File: src/hw/rtl/tsm_pkg.sv
`default_nettype none
package tsm_pkg;

   localparam int unsigned HalfPeriodW = 16;
   localparam logic [HalfPeriodW-1:0] HALF_PERIOD_RESET = 16'd10;

   // command codes on the request channel
   typedef enum logic [1:0] {
      CMD_MEAS_TEMP  = 2'd0,
      CMD_MEAS_HUMID = 2'd1,
      CMD_SOFT_RESET = 2'd2,
      CMD_CONN_RESET = 2'd3
   } cmd_type;

   // bytes sent on the wire for the measure and soft reset commands
   localparam logic [7:0] BYTE_MEAS_TEMP  = 8'h03;
   localparam logic [7:0] BYTE_MEAS_HUMID = 8'h05;
   localparam logic [7:0] BYTE_SOFT_RESET = 8'h1e;

   // connection reset toggles sck while its bit index runs 0..8
   localparam logic [3:0] CONN_RESET_LAST_BIT = 4'd8;
   localparam logic [3:0] BYTE_LAST_BIT       = 4'd7;
   localparam logic [1:0] CHECKSUM_BYTE       = 2'd2;

   typedef enum logic [4:0] {
      PH_IDLE   = 5'd0,
      PH_CR_H   = 5'd1,
      PH_CR_L   = 5'd2,
      PH_ST0    = 5'd3,
      PH_ST1    = 5'd4,
      PH_ST2    = 5'd5,
      PH_ST3    = 5'd6,
      PH_ST4    = 5'd7,
      PH_ST5    = 5'd8,
      PH_WR_S   = 5'd9,
      PH_WR_H   = 5'd10,
      PH_WR_L   = 5'd11,
      PH_WR_ACK = 5'd12,
      PH_WAIT   = 5'd13,
      PH_RD_L   = 5'd14,
      PH_RD_H   = 5'd15,
      PH_RA_S   = 5'd16,
      PH_RA_H   = 5'd17,
      PH_RA_L   = 5'd18
   } phase_type;

   typedef struct packed {
      logic        sck;
      logic        sda_out;
      logic        sda_oe;
      logic        busy_res;
      logic        done_res;
      logic [15:0] value;
      logic [7:0]  checksum;
      logic        ack_error;
   } rsp_type;

endpackage
`default_nettype wire

File: src/hw/rtl/tsm_intf.sv
`default_nettype none
interface tsm_req_if;
   logic       valid;
   logic       ready;
   logic       start_req;
   logic [1:0] command;
   logic       sda_in;

   modport source (output valid, output start_req, output command, output sda_in,
                   input ready);
   modport sink (input valid, input start_req, input command, input sda_in,
                 output ready);
endinterface

interface tsm_rsp_if;
   logic        valid;
   logic        ready;
   logic        sck;
   logic        sda_out;
   logic        sda_oe;
   logic        busy_res;
   logic        done_res;
   logic [15:0] value;
   logic [7:0]  checksum;
   logic        ack_error;

   modport source (output valid, output sck, output sda_out, output sda_oe,
                   output busy_res, output done_res, output value, output checksum,
                   output ack_error, input ready);
   modport sink (input valid, input sck, input sda_out, input sda_oe,
                 input busy_res, input done_res, input value, input checksum,
                 input ack_error, output ready);
endinterface
`default_nettype wire

File: src/hw/rtl/tsm_seq.sv
`default_nettype none
module tsm_seq import tsm_pkg::*; #(
   parameter int unsigned TICK_COUNT_WIDTH = 16
) (
   input  wire logic                   clock,
   input  wire logic                   reset,
   input  wire logic                   step_en,
   input  wire logic                   start_req,
   input  wire logic [1:0]             command,
   input  wire logic                   sda_in,
   input  wire logic [HalfPeriodW-1:0] half_period,
   output      rsp_type                rsp_data
);

   localparam int unsigned LimW = (TICK_COUNT_WIDTH > HalfPeriodW) ?
                                  TICK_COUNT_WIDTH : HalfPeriodW;
   localparam logic [LimW-1:0] CountMax = LimW'((64'd1 << TICK_COUNT_WIDTH) - 64'd1);

   phase_type                   phase_ff, phase_in;
   logic [TICK_COUNT_WIDTH-1:0] tick_ff, tick_in, tick_inc, limit;
   logic [3:0]                  bit_ff, bit_in;
   logic [1:0]                  byte_ff, byte_in;
   logic [7:0]                  shift_ff, shift_in, shift_rd;
   cmd_type                     cmd_ff, cmd_in;
   logic [15:0]                 value_ff, value_in;
   logic [7:0]                  chk_ff, chk_in;
   logic                        ackerr_ff, ackerr_in;
   logic                        done;
   logic [LimW-1:0]             half_ext;
   logic [7:0]                  cmd_byte;

   // zero period acts as one, an oversized period saturates the counter
   always_comb begin
      half_ext = LimW'(half_period);
      if (half_period == '0) begin
         half_ext = LimW'(1);
      end
      if (half_ext > CountMax) begin
         half_ext = CountMax;
      end
      limit = half_ext[TICK_COUNT_WIDTH-1:0];
   end

   always_comb begin
      case (cmd_ff)
         CMD_MEAS_TEMP:  cmd_byte = BYTE_MEAS_TEMP;
         CMD_MEAS_HUMID: cmd_byte = BYTE_MEAS_HUMID;
         default:        cmd_byte = BYTE_SOFT_RESET;
      endcase
   end

   assign tick_inc = tick_ff + 1'b1;
   assign shift_rd = {shift_ff[6:0], sda_in};

   always_comb begin
      phase_in  = phase_ff;
      tick_in   = tick_ff;
      bit_in    = bit_ff;
      byte_in   = byte_ff;
      shift_in  = shift_ff;
      cmd_in    = cmd_ff;
      value_in  = value_ff;
      chk_in    = chk_ff;
      ackerr_in = ackerr_ff;
      done      = 1'b0;
      if (phase_ff == PH_IDLE) begin
         if (start_req) begin
            cmd_in    = cmd_type'(command);
            ackerr_in = 1'b0;
            bit_in    = '0;
            byte_in   = '0;
            shift_in  = '0;
            tick_in   = '0;
            if (command == CMD_MEAS_TEMP || command == CMD_MEAS_HUMID) begin
               phase_in = PH_ST0;
            end else begin
               phase_in = PH_CR_H;
            end
         end
      end else if (phase_ff == PH_WAIT) begin
         if (!sda_in) begin
            bit_in   = '0;
            byte_in  = '0;
            shift_in = '0;
            tick_in  = '0;
            phase_in = PH_RD_L;
         end
      end else begin
         tick_in = tick_inc;
         if (tick_inc >= limit) begin
            tick_in = '0;
            case (phase_ff)
               PH_CR_H: phase_in = PH_CR_L;
               PH_CR_L: begin
                  if (bit_ff >= CONN_RESET_LAST_BIT) begin
                     bit_in   = '0;
                     phase_in = PH_ST0;
                  end else begin
                     bit_in   = bit_ff + 1'b1;
                     phase_in = PH_CR_H;
                  end
               end
               PH_ST0: phase_in = PH_ST1;
               PH_ST1: phase_in = PH_ST2;
               PH_ST2: phase_in = PH_ST3;
               PH_ST3: phase_in = PH_ST4;
               PH_ST4: phase_in = PH_ST5;
               PH_ST5: begin
                  if (cmd_ff == CMD_CONN_RESET) begin
                     phase_in = PH_IDLE;
                     done     = 1'b1;
                  end else begin
                     shift_in = cmd_byte;
                     bit_in   = '0;
                     phase_in = PH_WR_S;
                  end
               end
               PH_WR_S: phase_in = PH_WR_H;
               PH_WR_H: phase_in = PH_WR_L;
               PH_WR_L: begin
                  if (bit_ff >= BYTE_LAST_BIT) begin
                     phase_in = PH_WR_ACK;
                  end else begin
                     bit_in   = bit_ff + 1'b1;
                     phase_in = PH_WR_S;
                  end
               end
               PH_WR_ACK: begin
                  ackerr_in = sda_in;
                  if (cmd_ff == CMD_SOFT_RESET) begin
                     phase_in = PH_IDLE;
                     done     = 1'b1;
                  end else begin
                     phase_in = PH_WAIT;
                  end
               end
               PH_RD_L: phase_in = PH_RD_H;
               PH_RD_H: begin
                  shift_in = shift_rd;
                  if (bit_ff >= BYTE_LAST_BIT) begin
                     if (byte_ff == 2'd0) begin
                        value_in = {shift_rd, value_ff[7:0]};
                     end else if (byte_ff == 2'd1) begin
                        value_in = {value_ff[15:8], shift_rd};
                     end else begin
                        chk_in = shift_rd;
                     end
                     phase_in = PH_RA_S;
                  end else begin
                     bit_in   = bit_ff + 1'b1;
                     phase_in = PH_RD_L;
                  end
               end
               PH_RA_S: phase_in = PH_RA_H;
               PH_RA_H: phase_in = PH_RA_L;
               PH_RA_L: begin
                  if (byte_ff >= CHECKSUM_BYTE) begin
                     phase_in = PH_IDLE;
                     done     = 1'b1;
                  end else begin
                     byte_in  = byte_ff + 1'b1;
                     bit_in   = '0;
                     shift_in = '0;
                     phase_in = PH_RD_L;
                  end
               end
               default: phase_in = PH_IDLE;
            endcase
         end
      end
   end

   // line levels follow the updated phase
   always_comb begin
      rsp_data.sck       = 1'b0;
      rsp_data.sda_out   = 1'b1;
      rsp_data.sda_oe    = 1'b0;
      rsp_data.busy_res  = (phase_in != PH_IDLE);
      rsp_data.done_res  = done;
      rsp_data.value     = value_in;
      rsp_data.checksum  = chk_in;
      rsp_data.ack_error = ackerr_in;
      case (phase_in)
         PH_CR_H, PH_ST1, PH_ST5: begin
            rsp_data.sck    = 1'b1;
            rsp_data.sda_oe = 1'b1;
         end
         PH_CR_L, PH_ST0: rsp_data.sda_oe = 1'b1;
         PH_ST2, PH_ST4: begin
            rsp_data.sck     = 1'b1;
            rsp_data.sda_out = 1'b0;
            rsp_data.sda_oe  = 1'b1;
         end
         PH_ST3: begin
            rsp_data.sda_out = 1'b0;
            rsp_data.sda_oe  = 1'b1;
         end
         PH_WR_S, PH_WR_H, PH_WR_L: begin
            rsp_data.sda_out = shift_in[3'd7 - bit_in[2:0]];
            rsp_data.sda_oe  = 1'b1;
            rsp_data.sck     = (phase_in == PH_WR_H);
         end
         PH_WR_ACK, PH_RD_H: rsp_data.sck = 1'b1;
         PH_RA_S, PH_RA_H, PH_RA_L: begin
            // ack data bytes, leave the checksum byte unacknowledged
            rsp_data.sda_out = (byte_in >= CHECKSUM_BYTE);
            rsp_data.sda_oe  = 1'b1;
            rsp_data.sck     = (phase_in == PH_RA_H);
         end
         default: ;
      endcase
   end

   always_ff @(posedge clock) begin
      if (reset) begin
         phase_ff  <= PH_IDLE;
         tick_ff   <= '0;
         bit_ff    <= '0;
         byte_ff   <= '0;
         shift_ff  <= '0;
         cmd_ff    <= CMD_MEAS_TEMP;
         value_ff  <= '0;
         chk_ff    <= '0;
         ackerr_ff <= 1'b0;
      end else if (step_en) begin
         phase_ff  <= phase_in;
         tick_ff   <= tick_in;
         bit_ff    <= bit_in;
         byte_ff   <= byte_in;
         shift_ff  <= shift_in;
         cmd_ff    <= cmd_in;
         value_ff  <= value_in;
         chk_ff    <= chk_in;
         ackerr_ff <= ackerr_in;
      end
   end

endmodule
`default_nettype wire

File: src/hw/rtl/tsm_skid.sv
`default_nettype none
module tsm_skid import tsm_pkg::*; (
   input  wire logic    clock,
   input  wire logic    reset,
   input  wire logic    in_valid,
   output      logic    in_ready,
   input  wire rsp_type in_data,
   output      logic    out_valid,
   input  wire logic    out_ready,
   output      rsp_type out_data
);

   logic    out_valid_ff, skid_valid_ff;
   rsp_type out_data_ff, skid_data_ff;
   logic    out_load;

   assign in_ready  = !skid_valid_ff;
   assign out_valid = out_valid_ff;
   assign out_data  = out_data_ff;
   assign out_load  = !out_valid_ff || out_ready;

   always_ff @(posedge clock) begin
      if (reset) begin
         out_valid_ff  <= 1'b0;
         skid_valid_ff <= 1'b0;
      end else if (skid_valid_ff) begin
         if (out_load) begin
            out_valid_ff  <= 1'b1;
            skid_valid_ff <= 1'b0;
         end
      end else if (in_valid) begin
         if (out_load) begin
            out_valid_ff <= 1'b1;
         end else begin
            skid_valid_ff <= 1'b1;
         end
      end else if (out_load) begin
         out_valid_ff <= 1'b0;
      end
   end

   always_ff @(posedge clock) begin
      if (skid_valid_ff) begin
         if (out_load) begin
            out_data_ff <= skid_data_ff;
         end
      end else if (in_valid) begin
         if (out_load) begin
            out_data_ff <= in_data;
         end else begin
            skid_data_ff <= in_data;
         end
      end
   end

endmodule
`default_nettype wire

File: src/hw/rtl/two_wire_sensor_measure_master.sv
// bit-level master for a two-wire humidity/temperature sensor. every request item is one
// tick of the line timebase carrying an optional start with a command and the sampled data
// line; every item gives exactly one response item with the line levels (sck, sda_out,
// sda_oe), busy and done flags, and the last raw value, checksum and ack error. one item is
// taken each clock cycle while the skid entry is empty: the tick is worked out by the
// sequencer's combinational step in the same cycle it is accepted, and its response is
// registered in a two-entry output buffer that lets one more item be taken while the
// response side stalls. the half period register (csr port, reset 10) sets ticks per
// clock half period and per settle delay; write it only while no command is running.
`default_nettype none
module two_wire_sensor_measure_master import tsm_pkg::*; #(
   parameter int unsigned TICK_COUNT_WIDTH = 16
) (
   input  wire logic                   clock,
   input  wire logic                   reset,
   tsm_req_if.sink                     req_chan,
   tsm_rsp_if.source                   rsp_chan,
   input  wire logic                   csr_we,
   input  wire logic [HalfPeriodW-1:0] csr_wdata
);

   // half period register
   logic [HalfPeriodW-1:0] half_period_ff;

   logic    req_fire;
   logic    req_ready;
   rsp_type step_rsp;
   rsp_type out_rsp;

   always_ff @(posedge clock) begin
      if (reset) begin
         half_period_ff <= HALF_PERIOD_RESET;
      end else if (csr_we) begin
         half_period_ff <= csr_wdata;
      end
   end

   // state advances only on an accepted tick
   assign req_fire       = req_chan.valid && req_ready;
   assign req_chan.ready = req_ready;

   tsm_seq #(
      .TICK_COUNT_WIDTH (TICK_COUNT_WIDTH)
   ) u_seq (
      .clock       (clock),
      .reset       (reset),
      .step_en     (req_fire),
      .start_req   (req_chan.start_req),
      .command     (req_chan.command),
      .sda_in      (req_chan.sda_in),
      .half_period (half_period_ff),
      .rsp_data    (step_rsp)
   );

   // response register plus skid entry
   tsm_skid u_skid (
      .clock     (clock),
      .reset     (reset),
      .in_valid  (req_fire),
      .in_ready  (req_ready),
      .in_data   (step_rsp),
      .out_valid (rsp_chan.valid),
      .out_ready (rsp_chan.ready),
      .out_data  (out_rsp)
   );

   assign rsp_chan.sck       = out_rsp.sck;
   assign rsp_chan.sda_out   = out_rsp.sda_out;
   assign rsp_chan.sda_oe    = out_rsp.sda_oe;
   assign rsp_chan.busy_res  = out_rsp.busy_res;
   assign rsp_chan.done_res  = out_rsp.done_res;
   assign rsp_chan.value     = out_rsp.value;
   assign rsp_chan.checksum  = out_rsp.checksum;
   assign rsp_chan.ack_error = out_rsp.ack_error;

endmodule
`default_nettype wire

File: src/flat_wrapper.sv
// flat-port wrapper written by rule: the top's interface ports become plain ports
module two_wire_sensor_measure_master_flat import tsm_pkg::*;
#(
   parameter int unsigned TICK_COUNT_WIDTH = 16
)
  (clock, reset, csr_we, csr_wdata, req_chan_valid, req_chan_start_req, req_chan_command, req_chan_sda_in, req_chan_ready, rsp_chan_valid, rsp_chan_sck, rsp_chan_sda_out, rsp_chan_sda_oe, rsp_chan_busy_res, rsp_chan_done_res, rsp_chan_value, rsp_chan_checksum, rsp_chan_ack_error, rsp_chan_ready);
  tsm_req_if req_chan_i ();
  tsm_rsp_if rsp_chan_i ();
  input  wire logic clock;
  input  wire logic reset;
  input  wire logic csr_we;
  input  wire logic [HalfPeriodW-1:0] csr_wdata;
  input wire logic [$bits(req_chan_i.valid)-1:0] req_chan_valid;
  input wire logic [$bits(req_chan_i.start_req)-1:0] req_chan_start_req;
  input wire logic [$bits(req_chan_i.command)-1:0] req_chan_command;
  input wire logic [$bits(req_chan_i.sda_in)-1:0] req_chan_sda_in;
  output wire logic [$bits(req_chan_i.ready)-1:0] req_chan_ready;
  output wire logic [$bits(rsp_chan_i.valid)-1:0] rsp_chan_valid;
  output wire logic [$bits(rsp_chan_i.sck)-1:0] rsp_chan_sck;
  output wire logic [$bits(rsp_chan_i.sda_out)-1:0] rsp_chan_sda_out;
  output wire logic [$bits(rsp_chan_i.sda_oe)-1:0] rsp_chan_sda_oe;
  output wire logic [$bits(rsp_chan_i.busy_res)-1:0] rsp_chan_busy_res;
  output wire logic [$bits(rsp_chan_i.done_res)-1:0] rsp_chan_done_res;
  output wire logic [$bits(rsp_chan_i.value)-1:0] rsp_chan_value;
  output wire logic [$bits(rsp_chan_i.checksum)-1:0] rsp_chan_checksum;
  output wire logic [$bits(rsp_chan_i.ack_error)-1:0] rsp_chan_ack_error;
  input wire logic [$bits(rsp_chan_i.ready)-1:0] rsp_chan_ready;
  assign req_chan_i.valid = req_chan_valid;
  assign req_chan_i.start_req = req_chan_start_req;
  assign req_chan_i.command = req_chan_command;
  assign req_chan_i.sda_in = req_chan_sda_in;
  assign req_chan_ready = req_chan_i.ready;
  assign rsp_chan_valid = rsp_chan_i.valid;
  assign rsp_chan_sck = rsp_chan_i.sck;
  assign rsp_chan_sda_out = rsp_chan_i.sda_out;
  assign rsp_chan_sda_oe = rsp_chan_i.sda_oe;
  assign rsp_chan_busy_res = rsp_chan_i.busy_res;
  assign rsp_chan_done_res = rsp_chan_i.done_res;
  assign rsp_chan_value = rsp_chan_i.value;
  assign rsp_chan_checksum = rsp_chan_i.checksum;
  assign rsp_chan_ack_error = rsp_chan_i.ack_error;
  assign rsp_chan_i.ready = rsp_chan_ready;
  two_wire_sensor_measure_master #(.TICK_COUNT_WIDTH(TICK_COUNT_WIDTH)) u_core (.clock(clock), .reset(reset), .req_chan(req_chan_i), .rsp_chan(rsp_chan_i), .csr_we(csr_we), .csr_wdata(csr_wdata));
endmodule
File: config.mk
export PLATFORM = sky130hd
export DESIGN_NAME = two_wire_sensor_measure_master_flat
export DESIGN_NICKNAME = d
export VERILOG_FILES = /design/src/hw/rtl/tsm_pkg.sv /design/src/hw/rtl/tsm_intf.sv /design/src/hw/rtl/tsm_seq.sv /design/src/hw/rtl/tsm_skid.sv /design/src/hw/rtl/two_wire_sensor_measure_master.sv /design/src/flat_wrapper.sv
export SDC_FILE = /design/constraint.sdc
export NUM_CORES = 1
export LEC_CHECK = 0
export BUFFER_PORTS_ARGS = -buffer_cell sky130_fd_sc_hd__buf_2
export CORE_MARGIN = 1.5
export CORE_UTILIZATION = 65
export DETAILED_ROUTE_END_ITERATION = 10
export PLACE_DENSITY = 0.81
export SETUP_SLACK_MARGIN = 0.3
export SLEW_MARGIN = 30
export SYNTH_ARGS = -nofsm -noshare
export SYNTH_HDL_FRONTEND = slang
export SYNTH_SLANG_ARGS = --single-unit
File: constraint.sdc
create_clock -name clock -period 8.8 [get_ports clock]
set_input_delay 0.88 -clock clock [delete_from_list [all_inputs] [get_ports clock]]
set_output_delay 0.88 -clock clock [all_outputs]
set_load 0.005 [all_outputs]
==> impl_metrics.json <==
{
  "numPortBuffers": 56,
  "r2r-start": "u_core.u_seq.tick_ff[0]",
  "drive_above_1_share_pct": 20.33,
  "syn_nets": 833,
  "r2r_cells": 17,
  "yosysUniqueCellTypes": 72,
  "status": "completed",
  "finClkSkew_ns": 0.01356,
  "core_area_sq_um": 10980,
  "maxSlewHeadroom_pct": 42.33,
  "grt-ovfl-total": 0,
  "synth_top_area_share_pct": 24.23,
  "post_cts_buffers": 0,
  "required_ns": 8.99,
  "synth_most_common_cell": "nor2_1",
  "clkTransAtPathRegs_ns": 0.06,
  "fillCellCount": 726,
  "power_per_cell_area_nw_per_um2": 189.7,
  "fmax_mhz": 184.6,
  "synth-edff-count": 60,
  "cts-root-buf": "clkbuf_16",
  "ys_top_cells_by_count": "107 x nor2_1, 80 x dfxtp_1, 69 x nand2_1, 60 x edfxtp_1, 59 x a21oi_1",
  "routed_wirelength_mm": 20.69,
  "antenna_found_initial": 0,
  "die_h_um": 110.0,
  "whs_path_depth": 2,
  "ys_seq_elements": 140,
  "rows": 38,
  "synth_cells": 786,
  "hold_viol": 0,
  "seq_area_frac_synth_pct": 45.77,
  "drtIter0Drc": 846,
  "gp_congestion": 0.9257,
  "fin_crit_sh_pct": 61.55,
  "die_w_um": 110.0,
  "grt_pass1_vias": 6190,
  "synthTopCellsByArea": "edfxtp_1 24%, dfxtp_1 22%, mux2_2 8.6%",
  "grt_usage_pct": 36.39,
  "cts-resized-gates": 0,
  "tns_ns": 0,
  "final_cell_count_no_fill": 981,
  "grt_util_met2_pct": 59.63,
  "dp_hpwl_mm": 13.21,
  "dp_cells": 949,
  "cts_sinks": 140,
  "wl_per_cell_um": 21.09,
  "place_ws_ns": 3.420,
  "avgSynthCellArea_sq_um": 9.460,
  "hp-class": "flip-flop to flip-flop",
  "end_kind": "flip-flop",
  "grt_busiest_layer": "met2",
  "use_met1_pct": 45.93,
  "holdWs_ns": 0.4543,
  "pin_count": 57,
  "ant_nets": 0,
  "power_mw": 1.586,
  "yosysTopAreaCell": "edfxtp_1",
  "cap_violations": 0,
  "grt_max_degree": 79,
  "area_growth_pct": 12.43,
  "yosys_most_used_dff": "dfxtp_1",
  "ys.warnings.count": 0,
  "tightest_slew_ns": 0.8651,
  "rsz0062_at_grt": "no",
  "finalInstanceArea_sq_um": 8361,
  "startpoint": "u_core.u_seq.tick_ff[0]",
  "dpl_cell_area_sq_um": 7794,
  "cts_hold_buf": 0,
  "cp-start-kind": "flip-flop",
  "async_flop_share_pct": 0,
  "dieArea_sq_um": 12090,
  "initial_core_util_pct": 67.70,
  "via_count": 6420,
  "worstPathMaxFanout": 15,
  "setup-violations-final": 0,
  "fin_ws_ns": 3.383,
  "ir_worst_vdd_v": 0.0001995,
  "maxSlewViolCount": 0,
  "nets": 875,
  "leakagePower_nw": 3.259,
  "cts_buffer_depth": 2,
  "dr.pass1.iters": 6,
  "h-tree-depth": 4,
  "clkLatencyLatePin_ns": 0.44,
  "grtUsageMet3_pct": 9.129,
  "diodes": 0,
  "worstHoldStart": "u_core.u_seq.value_ff[9]",
  "vias_per_cell": 6.544,
  "min_period_ns": 5.417,
  "grt_pass1_wl_mm": 32.55,
  "drc": 0,
  "utilization_pct": 76.12,
  "syn_area_sq_um": 7436,
  "crit_type": "flip-flop to flip-flop",
  "numCtsBuffers": 17,
  "critPathArrivalTime_ns": 5.61,
  "tritoncts": "yes"
}
-- kinds of logic after synthesis --
family	share of synthesized area (%)
AOI/OAI and AO/OA	14.39
xor gates and xnor gates	1.767
adders and majority gates	3.702
buffers and inverters	3.449
DFF	45.77
muxes	11.32
and+or+nand+nor	19.60
-- layout by cell type (no fill, tap or decap), drive strengths merged, types with 22 or more instances in the layout --
cell and instances:
mux2 57, inv 28, ha 22, nor3 41, nand2 69, nor2 110
dfxtp 80, nand3 22, edfxtp 60, buf 64, a21oi 59, o21ai 34
-- path summary, 6_finish.rpt --
| check | end | slack, ns |
|---|---|---|
| worst min-delay path | u_core.u_seq.value_ff[9] | 0.45 |
| worst min register to register | u_core.u_seq.value_ff[9] | 0.45 |
| worst max-delay path | u_core.u_skid.out_data[12] | 3.38 |
| worst max register to register | u_core.u_skid.out_data[12] | 3.38 |
-- final cells by class --
type                            instances  area (sq um)  area share (%)
Multi-Input combinational cell        580          3790           45.33
Clock inverter                         13         115.1           1.377
Tap cell                              140         175.2           2.095
Sequential cell                       140          3403           40.71
Clock buffer                           19         442.9           5.298
Inverter                               25         93.84           1.122
Timing Repair Buffer                   64         340.3           4.071
-- registers in the layout (all words and copies together), names as in the netlist, 2 cells and up --
name,flops
u_core.u_seq.shift_ff,8
u_core.u_seq.byte_ff,2
u_core.u_seq.tick_ff,16
u_core.u_seq.cmd_ff,2
u_core.u_skid.skid_data_ff,30
u_core.half_period_ff,16
u_core.u_seq.chk_ff,8
u_core.u_seq.phase_ff,5
u_core.u_seq.value_ff,16
u_core.u_seq.bit_ff,4
u_core.u_skid.out_data,30
-- worst max-delay path, cell delays in order (launching register included) --
cell	delay [ns]
dfxtp_1	0.39
nand3_1	0.14
nor2_1	0.18
and3_1	0.30
and3_1	0.26
and3_1	0.27
nand3_1	0.12
xnor2_1	0.16
ha_1	0.33
nand4_1	0.16
nor3_2	0.24
nand2_1	0.17
nand3_1	0.60
nand2_1	0.28
nor2_1	0.36
nand3b_1	0.45
mux2_2	0.46
mux2_2	0.28
-- routing by layer --
layer  up-vias  routed length (um)
met4         0                 617
li1       2926                   -
met3        55                1706
met1      3105                8276
met5         -                   0
met2       334               10090
-- power by group --
part           leakage (nW)  total [mW]  internal (mW)  switching [mW]
logic                  1.77       0.170         0.0618           0.109
clock network         0.270       0.685          0.396           0.289
registers              1.22       0.730          0.710          0.0201
Power figures use the tool's default switching activity.
